[config.mk]
export PLATFORM = sky130hd
export DESIGN_NAME = sqe_alu
export DESIGN_NICKNAME = d
export VERILOG_FILES = /design/src/sv/sqe_pkg.sv /design/src/sv/sqe_alu.sv
export SDC_FILE = /design/constraint.sdc
export NUM_CORES = 1
export LEC_CHECK = 0
export BUFFER_PORTS_ARGS = -buffer_cell sky130_fd_sc_hd__buf_4
export CAP_MARGIN = 20
export CORE_UTILIZATION = 49
export DETAILED_ROUTE_END_ITERATION = 7
export HOLD_SLACK_MARGIN = 0.06
export PLACE_DENSITY = 0.71
export SLEW_MARGIN = 5
export SYNTH_ARGS = -nofsm -noshare
export SYNTH_HDL_FRONTEND = slang
export SYNTH_SLANG_ARGS = --single-unit
[constraint.sdc]
create_clock -name clk_i -period 5.5 [get_ports clk_i]
set_input_delay 0.55 -clock clk_i [delete_from_list [all_inputs] [get_ports clk_i]]
set_output_delay 0.55 -clock clk_i [all_outputs]
set_load 0.05 [all_outputs]
[src/sv/sqe_pkg.sv]
package sqe_pkg;

  // Configuration register indexes
  localparam logic [2:0] REG_LEARN_RATE = 3'd0;
  localparam logic [2:0] REG_DISCOUNT   = 3'd1;
  localparam logic [2:0] REG_EXPLORE    = 3'd2;
  localparam logic [2:0] REG_WINDOW     = 3'd3;
  localparam logic [2:0] REG_SEED       = 3'd4;

  localparam logic [15:0] LFSR_TAPS  = 16'hB400;
  localparam logic [15:0] RESET_SEED = 16'd44257;

  // Request codes
  localparam logic REQ_CHOOSE = 1'b0;
  localparam logic REQ_LEARN  = 1'b1;

  // One Galois LFSR step, shifting right
  function automatic logic [15:0] lfsr_next(input logic [15:0] v);
    logic [15:0] n;
    n = v >> 1;
    if (v[0]) n = n ^ LFSR_TAPS;
    return n;
  endfunction

  // Shared arithmetic unit operations
  typedef enum logic [1:0] {
    OP_MUL_GAMMA,
    OP_MUL_ALPHA,
    OP_CMP
  } alu_op_e;

  typedef struct packed {
    alu_op_e     op;
    logic [15:0] coef;
  } alu_ctl_t;

endpackage

[src/sv/sqe_alu.sv]
// Shared unit: signed 34x17 multiply with floor shift by 16, or a signed compare.
module sqe_alu (
  input  logic                 clk_i,
  input  sqe_pkg::alu_ctl_t    ctl_i,
  input  logic signed [33:0]   a_i,
  input  logic signed [31:0]   b_i,
  output logic signed [33:0]   prod_o,
  output logic                 gt_o
);
  import sqe_pkg::*;

  logic signed [50:0] prod_full;
  logic signed [33:0] prod_q;

  // Arithmetic shift right drops bits, i.e. rounds toward minus infinity
  always_comb begin
    prod_full = 51'(a_i) * 51'(signed'({1'b0, ctl_i.coef}));
  end

  always_ff @(posedge clk_i) begin
    prod_q <= 34'(prod_full >>> 16);
  end

  assign prod_o = prod_q;
  assign gt_o   = (ctl_i.op == OP_CMP) && (a_i > 34'(b_i));
endmodule

# Word-level counts from Yosys, hierarchy flattened
# Index checks and enable logic that the tools add are counted.
# word_totals
reg_bits	34
in_bits	85
wordCells	5
# classes
mul	1
magnitude_cmp	1
eq_ne	1
n_reduce_logical	1
# op_table
op	count
$mul A34 B17 Y50	1
$gt A34 B32 Y1	1
$eq A2 B2 Y1 const B	1
$logic_and A1 B1 Y1	1

# Logic depth before layout (Yosys ltp)
# Gate-level depths: netlist of run 1.
# depth
word_depth	2
depth_mapped	23

# Worst setup path after synthesis of run 1
# OpenSTA, ideal clock, no wires.
# synth_path
path_type	input-to-reg
from	in ctl_i[8] (netlist bit)
to	reg prod_q[33] (netlist: prod_o[33])
setup_ns	0.121
arrival_time_ns	5.948
setup_slack_ns	-0.569
path_stages	21
path_buffers	2
cell_sequence	clkbuf_1 > clkbuf_1 > nand2_1 > fa_1 > inv_1 > fa_1 > fa_1 > fa_1 > fa_1 > inv_1 > fa_1 > inv_1 > ha_1 > nand2_1 > o21ai_1 > o211ai_1 > a211oi_1 > a2111oi_4 > o31ai_1 > a31oi_1 > xnor2_1
# synth_via
elab_chain_len	1
# synth_lines
item	line	source
from (decl)	sqe_alu.sv:4	input sqe_pkg::alu_ctl_t ctl_i,
$mul A34 B17 Y50	sqe_alu.sv:17	prod_full = 51'(a_i) * 51'(signed'({1'b0, ctl_i.coef}));
via prod_full[49]	sqe_alu.sv:12	logic signed [50:0] prod_full;
to (signal assigned)	sqe_alu.sv:21	prod_q <= 34'(prod_full >>> 16);
to (decl)	sqe_alu.sv:13	logic signed [33:0] prod_q;
# The timed path passes the listed nets, and every way through them passes these cells.

# Worst setup path in the final report of run 1
# layout_path
from	in ctl_i[7] (netlist bit)
to	reg prod_q[33] (netlist: prod_o[33])
# The elaborated chain is that of the path after synthesis.

==> summary.md, run 1 <==
| Metric | Value |
|---|---|
| Mapped Avg Cell Area | `8.99 µm²` |
| Crit. End Element | `flop` |
| Ant diodes | `0` |
| Number of synthesized flops with an enable pin | `0` |
| Layout cell share with drive strength beyond 1 | `27.7%` |
| Synth-to-Final Area Change | `30.5%` |
| Worst Path Required | `5.70 ns` |
| I/O pin cnt | `120` |
| Slew headroom | `59.3%` |
| Final Hold Fails | `0` |
| Core ar. | `0.0396 mm²` |
| Compound-Gate Fraction of Synth Area | `5.00%` |
| Crit path launch | `ctl_i[7]` |
| Synth Area in Adders | `61.4%` |
| Status | `finished with violations` |
| Final worst slack | `-0.646 ns` |
| Placer Congestion | `0.938` |
| Wirelength per Cell | `18.9 µm` |
| Clock buffer count from CTS | `5` |
| Fill cells | `3096` |
| DR iter-0 viols | `831` |
| Overall routing resource usage | `29.9%` |
| First-pass GRT wire length | `94.7 mm` |
| Crit share post-route | `112%` |
| Setup TNS Final | `-7.60 ns` |
| Routed WL | `58.2 mm` |
| Post-synthesis register bit count | `34` |
| Initial antenna violation count | `1` |
| Combinational family with the most area after synthesis | `adder cells` |
| Hold/Removal Path Class | `flop to output port` |
| Largest net degree at the start of global routing | `25` |
| Util after Layout | `64.8%` |
| Final ANT Viol Nets | `0` |
| Die area | `0.0410 mm²` |
| Post-synthesis xor/xnor area fraction | `1.82%` |
| Via density | `5.21` |
| Max reg flops | `34` |
| Nets | `3304` |
| Synthesized instance count | `2190` |
| Unique masters post-synth | `49` |
| CP startpoint kind | `input pin` |
| Syn_nets | `2935` |
| Std cell rows | `73` |
| Simple-gate share of the synthesized area | `15.4%` |
| Fmax | `163 MHz` |
| Mapped cell area | `0.0197 mm²` |
| Failing checks | `setup timing` |
| Initial Util | `49.6%` |
| H-tree Lvls | `2` |
| GRT overflow | `0` |
| # port buffers | `119` |
| Tmin final | `6.15 ns` |
| Arr. time, crit path | `6.34 ns` |
| Die H | `202 µm` |
| FF+latch area | `681 µm²` |
| Dpl hpwl | `45.7 mm` |
| Dpl ws | `-1.55 ns` |
| Register area share after synthesis | `3.46%` |
| RSZ-0062 raised after global routing | `true` |
| Footprint of the multi-input gates | `0.0178 mm²` |
| CP Capture Point | `prod_o[33]` |
| Final Setup Violations | `27` |
| Ys async rst share | `0%` |
| DR vias | `16.1k` |
| CTS Sinks | `34` |
| Most used DFF post-synth | `dfxtp_1` |
| Dpl cells | `3008` |
| Slew at the pin closest to its max-slew limit | `0.610 ns` |
| First drt pass iteration count | `5` |
| Vias in the first global route | `18.5k` |
| Max-slew violation count | `0` |
| Yosys warning total | `0` |
| CP Class | `input pin to flop` |
| Bufs on Longest Clock Path | `2` |
| CTS Root Buffer Type | `clkbuf_16` |
| Clk pin slew, worst setup/hold paths | `0.06 ns` |
| Die Span X | `202 µm` |
| Non-Filler Instances | `3085` |
| Top fanout value on the critical path | `6` |
| Mux cell area share after synthesis | `0.0509%` |
| Worst Hold Depth | `1` |
| DRC viols | `0` |
| CTS tree | `done` |
| Max Cap Violations | `0` |
==> worst max-delay path: stages <==
cell and delay [ns]:
buf_16 0.12, buf_8 0.13, buf_12 0.13, and2_4 0.13, fa_1 0.50, inv_2 0.05, fa_2 0.39, fa_2 0.55
inv_2 0.04, fa_2 0.39, fa_1 0.51, inv_1 0.05, fa_1 0.49, inv_2 0.05, ha_4 0.23, buf_6 0.12
a21oi_4 0.16, o21ai_2 0.08, o211ai_1 0.30, a211oi_2 0.12, buf_4 0.15, a2111oi_4 0.60, o31ai_2 0.14, a31oi_1 0.23
xnor2_1 0.10
==> layout by cell type (no fill, tap or decap), types with 22 or more instances in the layout <==
master,Yosys,final
a21o_1,22,22
buf_6,0,62
buf_4,0,338
inv_1,587,554
and2_4,0,28
xnor2_1,30,23
ha_4,0,29
inv_2,0,31
nand2_1,371,345
dfxtp_1,34,34
and2_1,198,170
fa_2,0,46
fa_1,510,464
ha_1,150,121
buf_12,0,24
==> synth_stat cells (2+ instances only) <==
library cell	n	area share [%]
inv_1	587	11
fa_1	510	52
nand2_1	371	7.1
and2_1	198	6.3
ha_1	150	9.5
clkbuf_1	85	1.6
a21oi_1	43	1.1
dfxtp_1	34	3.5
xnor2_1	30	1.3
a21o_1	22	0.84
nor2_1	21	0.40
o21ai_0	17	0.43
nand4_1	14	0.44
xor2_1	11	0.49
o21bai_1	10	0.38
and3_1	9	0.29
a211oi_1	7	0.27
a31oi_1	7	0.22
nor3_1	7	0.18
nand2b_1	5	0.16
nand3_1	5	0.13
o211ai_1	4	0.15
o31ai_1	4	0.15
o2111ai_1	3	0.13
o21a_1	3	0.11
a2111oi_4	2	0.28
a21oi_2	2	0.089
nor2b_1	2	0.064
nor4_1	2	0.064
nor4b_1	2	0.089
o21ai_1	2	0.051
o21ai_2	2	0.089
or2_2	2	0.064
or4_1	2	0.076
==> metrics by stage <==
stage | instance area (µm²) | hold slack [ns]
after floorplan | 20100 | 0.990
after global placement | 23300 | 1.00
after detailed placement | 23300 | 1.00
after CTS | 25000 | 1.34
after global routing | 25700 | 1.35
final | 25700 | 1.33
==> kinds of logic (layout without fill, tap and decap cells) <==
family                   count (synthesis)  in the layout
AO/OA/AOI/OAI                          139            139
XOR/XNOR                                41             41
adder cells (fa/ha/maj)                660            660
buffers and inverters                  672           1042
flip-flops                              34             34
multiplexers                             1              1
AND/OR/NAND/NOR                        643            643
==> layout make-up <==
cell class              instances  share of cell area, %
clock buffers                   6                  0.541
clock inverters                 2                 0.0487
inverters                     587                   8.60
multi-input cells            1484                   69.1
flip-flops and latches         34                   2.65
well taps                     525                   2.56
repair buffers                447                   16.5
==> layer usage <==
metal	vias to the layer above	routed length, µm	GRT usage (%)
met1	8223	21300	35.3
met3	188	4120	5.55
met5	-	0	0
met4	0	2970	12.8
li1	7065	-	-
met2	586	29800	53.1
==> worst min-delay path by stage <==
| stage | start | end | slack, ns |
|---|---|---|---|
| 3_5_place_dp | prod_o[31] | prod_o[31] | 1.00 |
| 4_1_cts | prod_o[12] | prod_o[12] | 1.34 |
| 3_3_place_gp | prod_o[12] | prod_o[12] | 1.00 |
| 2_1_floorplan | prod_o[0] | prod_o[0] | 0.99 |
| 5_1_grt | prod_o[11] | prod_o[11] | 1.35 |
| 6_report | prod_o[12] | prod_o[12] | 1.33 |
==> what timing repair did <==
| action | 4_1_cts | 5_1_grt |
|---|---|---|
| cloned | 7 | 2 |
| pin swaps | 144 | 125 |
| setup endpoints to repair | 31 | 33 |
| gates resized for setup | 253 | 139 |
| hold buffers | 0 | 0 |
| setup buffers | 49 | 23 |
Power of run 1 is left out: the tool's default activity adds up to more than one toggle a clock period on the data nets, which glitch-free logic cannot reach.
==> run 2, diff against run 1 <==
RECOVER_POWER = 50   (was default)
==> summary.md, run 2 (same netlist as run 1, synthesis figures left out) <==
| Metric | Value |
|---|---|
| Fill cells | `3100 (was 3096)` |
| Vias in the first global route | `18.5k (unchanged)` |
| Overall routing resource usage | `29.9% (unchanged)` |
| Die area | `0.0410 mm² (unchanged)` |
| H-tree Lvls | `2 (unchanged)` |
| DRC viols | `0 (unchanged)` |
| Slew at the pin closest to its max-slew limit | `0.684 ns (was 0.610 ns)` |
| Synth-to-Final Area Change | `30.1% (was 30.5%)` |
| Routed WL | `58.2 mm (about the same)` |
| Dpl hpwl | `45.7 mm (unchanged)` |
| I/O pin cnt | `120 (unchanged)` |
| # port buffers | `119 (unchanged)` |
| Util after Layout | `64.6% (was 64.8%)` |
| CP Class | `input pin to flop (unchanged)` |
| Top fanout value on the critical path | `6 (unchanged)` |
| Hold path start | `prod_o[21] (was prod_o[12])` |
| Worst Path Required | `5.70 ns (about the same)` |
| Die Span X | `202 µm (unchanged)` |
| Initial antenna violation count | `1 (unchanged)` |
| Hold/Removal Path Class | `flop to output port (unchanged)` |
| Largest net degree at the start of global routing | `25 (unchanged)` |
| Slew headroom | `54.6% (was 59.3%)` |
| Nets | `3304 (unchanged)` |
| Fmax | `162 MHz (was 163 MHz)` |
| Die H | `202 µm (unchanged)` |
| Clk pin slew, worst setup/hold paths | `0.06 ns (about the same)` |
| Initial Util | `49.6% (unchanged)` |
| Most frequent cells in the layout | `554 x inv_1, 464 x fa_1, 345 x nand2_1, 319 x buf_4, 170 x and2_1 (was 554 x inv_1, 464 x fa_1, 345 x nand2_1, 338 x buf_4, 170 x and2_1)` |
| Delay of the slowest cell on the worst path | `0.60 ns (about the same)` |
| Clock buffer count from CTS | `5 (unchanged)` |
| CP startpoint kind | `input pin (unchanged)` |
| Dpl cells | `3008 (unchanged)` |
| Via density | `5.20 (was 5.21)` |
| CTS Root Buffer Type | `clkbuf_16 (unchanged)` |
| Max-slew violation count | `0 (unchanged)` |
| Core ar. | `0.0396 mm² (unchanged)` |
| Final Setup Violations | `27 (unchanged)` |
| CTS tree | `done (unchanged)` |
| Placer Congestion | `0.938 (unchanged)` |
| GRT overflow | `0 (unchanged)` |
| DR iter-0 viols | `819 (was 831)` |
| Area after DPL | `0.0233 mm² (unchanged)` |
| Bufs on Longest Clock Path | `2 (unchanged)` |
| DR vias | `16.0k (was 16.1k)` |
| Post-route cell area | `0.0256 mm² (was 0.0257 mm²)` |
| Max Cap Violations | `0 (unchanged)` |
| Final Hold Fails | `0 (unchanged)` |
| Max reg flops | `34 (unchanged)` |
| Worst Hold Depth | `1 (unchanged)` |
| Arr. time, crit path | `6.35 ns (was 6.34 ns)` |
| Failing checks | `setup timing (unchanged)` |
| Commonest non-fill, non-tap cell in the layout | `inv_1 (unchanged)` |
| CTS Sinks | `34 (unchanged)` |
| Final ANT Viol Nets | `0 (unchanged)` |
| Wirelength per Cell | `18.8 µm (was 18.9 µm)` |
| Status | `finished with violations (unchanged)` |
| Tmin final | `6.15 ns (about the same)` |
| Std cell rows | `73 (unchanged)` |
| First-pass GRT wire length | `94.7 mm (unchanged)` |
| Non-Filler Instances | `3087 (was 3085)` |
| RSZ-0062 raised after global routing | `true (unchanged)` |
| First drt pass iteration count | `5 (unchanged)` |
| Critical path's slowest cell | `a2111oi_4 (unchanged)` |
| Final worst slack | `-0.654 ns (was -0.646 ns)` |
| Crit. End Element | `flop (unchanged)` |
| WHS Endpoint | `prod_o[21] (was prod_o[12])` |
| Crit share post-route | `112% (about the same)` |
| Layout cell share with drive strength beyond 1 | `27.0% (was 27.7%)` |
## run 2: cell count changes in the layout (fill, tap and decap cells not counted)
cell      delta
diode_2      +2
clkbuf_1    +19
buf_4       -19
## run 2: repair_timing
action	in CTS	in global routing
pin swaps	144	125
gates resized for setup	253	139
setup buffers	49	23
setup endpoints to repair	31	33
hold buffers	0	0
gates cloned	7	2
## run 2: worst max-delay path by stage
stage / to / cells past startpoint / slack [ns] / startpoint
final: prod_o[33] / 25 / -0.65 / ctl_i[7]
after global routing: prod_o[33] / 24 / -0.75 / ctl_i[4]
after CTS: prod_o[33] / 20 / -0.64 / ctl_i[4]
after detailed placement: prod_o[33] / 23 / -1.55 / ctl_i[3]
after global placement: prod_o[33] / 23 / -1.50 / ctl_i[3]
after floorplan: prod_o[33] / 19 / -0.25 / ctl_i[2]
## run 2: critical path, delay by kind of cell
| family | cells | cell delay (ns) |
|---|---|---|
| buffers and inverters | 9 | 0.84 |
| AO/OA/AOI/OAI | 7 | 1.64 |
| XOR/XNOR | 1 | 0.10 |
| adder cells (fa/ha/maj) | 7 | 3.06 |
| AND/OR/NAND/NOR | 1 | 0.13 |
## run 2: cell type report
type	count	area, µm²	share of cell area [%]
Timing Repair Buffer	447	4160	16.2
Clock inverter	2	12.5	0.0488
Inverter	587	2210	8.62
Tap cell	525	657	2.56
Antenna cell	2	5.00	0.0195
Multi-Input combinational cell	1484	17800	69.3
Clock buffer	6	139	0.542
Sequential cell	34	681	2.66
## run 2: stage by stage
stage | setup TNS [ns] | hold WS [ns] | setup slack [ns]
2_1_floorplan | -1.20 | 0.990 | -0.251
3_3_place_gp | -25.11 | 1.00 | -1.50
3_5_place_dp | -25.91 | 1.00 | -1.55
4_1_cts | -4.54 | 1.34 | -0.637
5_1_grt | -11.01 | 1.37 | -0.745
6_report | -7.62 | 1.35 | -0.654
## run 2: per-layer routing
metal,wire length (µm),share of wire (%),GRT usage (%)
met5,0,0,0
met4,2950,5.1,12.8
met3,4040,6.9,5.55
met2,29800,51,53.1
met1,21400,37,35.3
Power of run 2 is left out for the same reason.
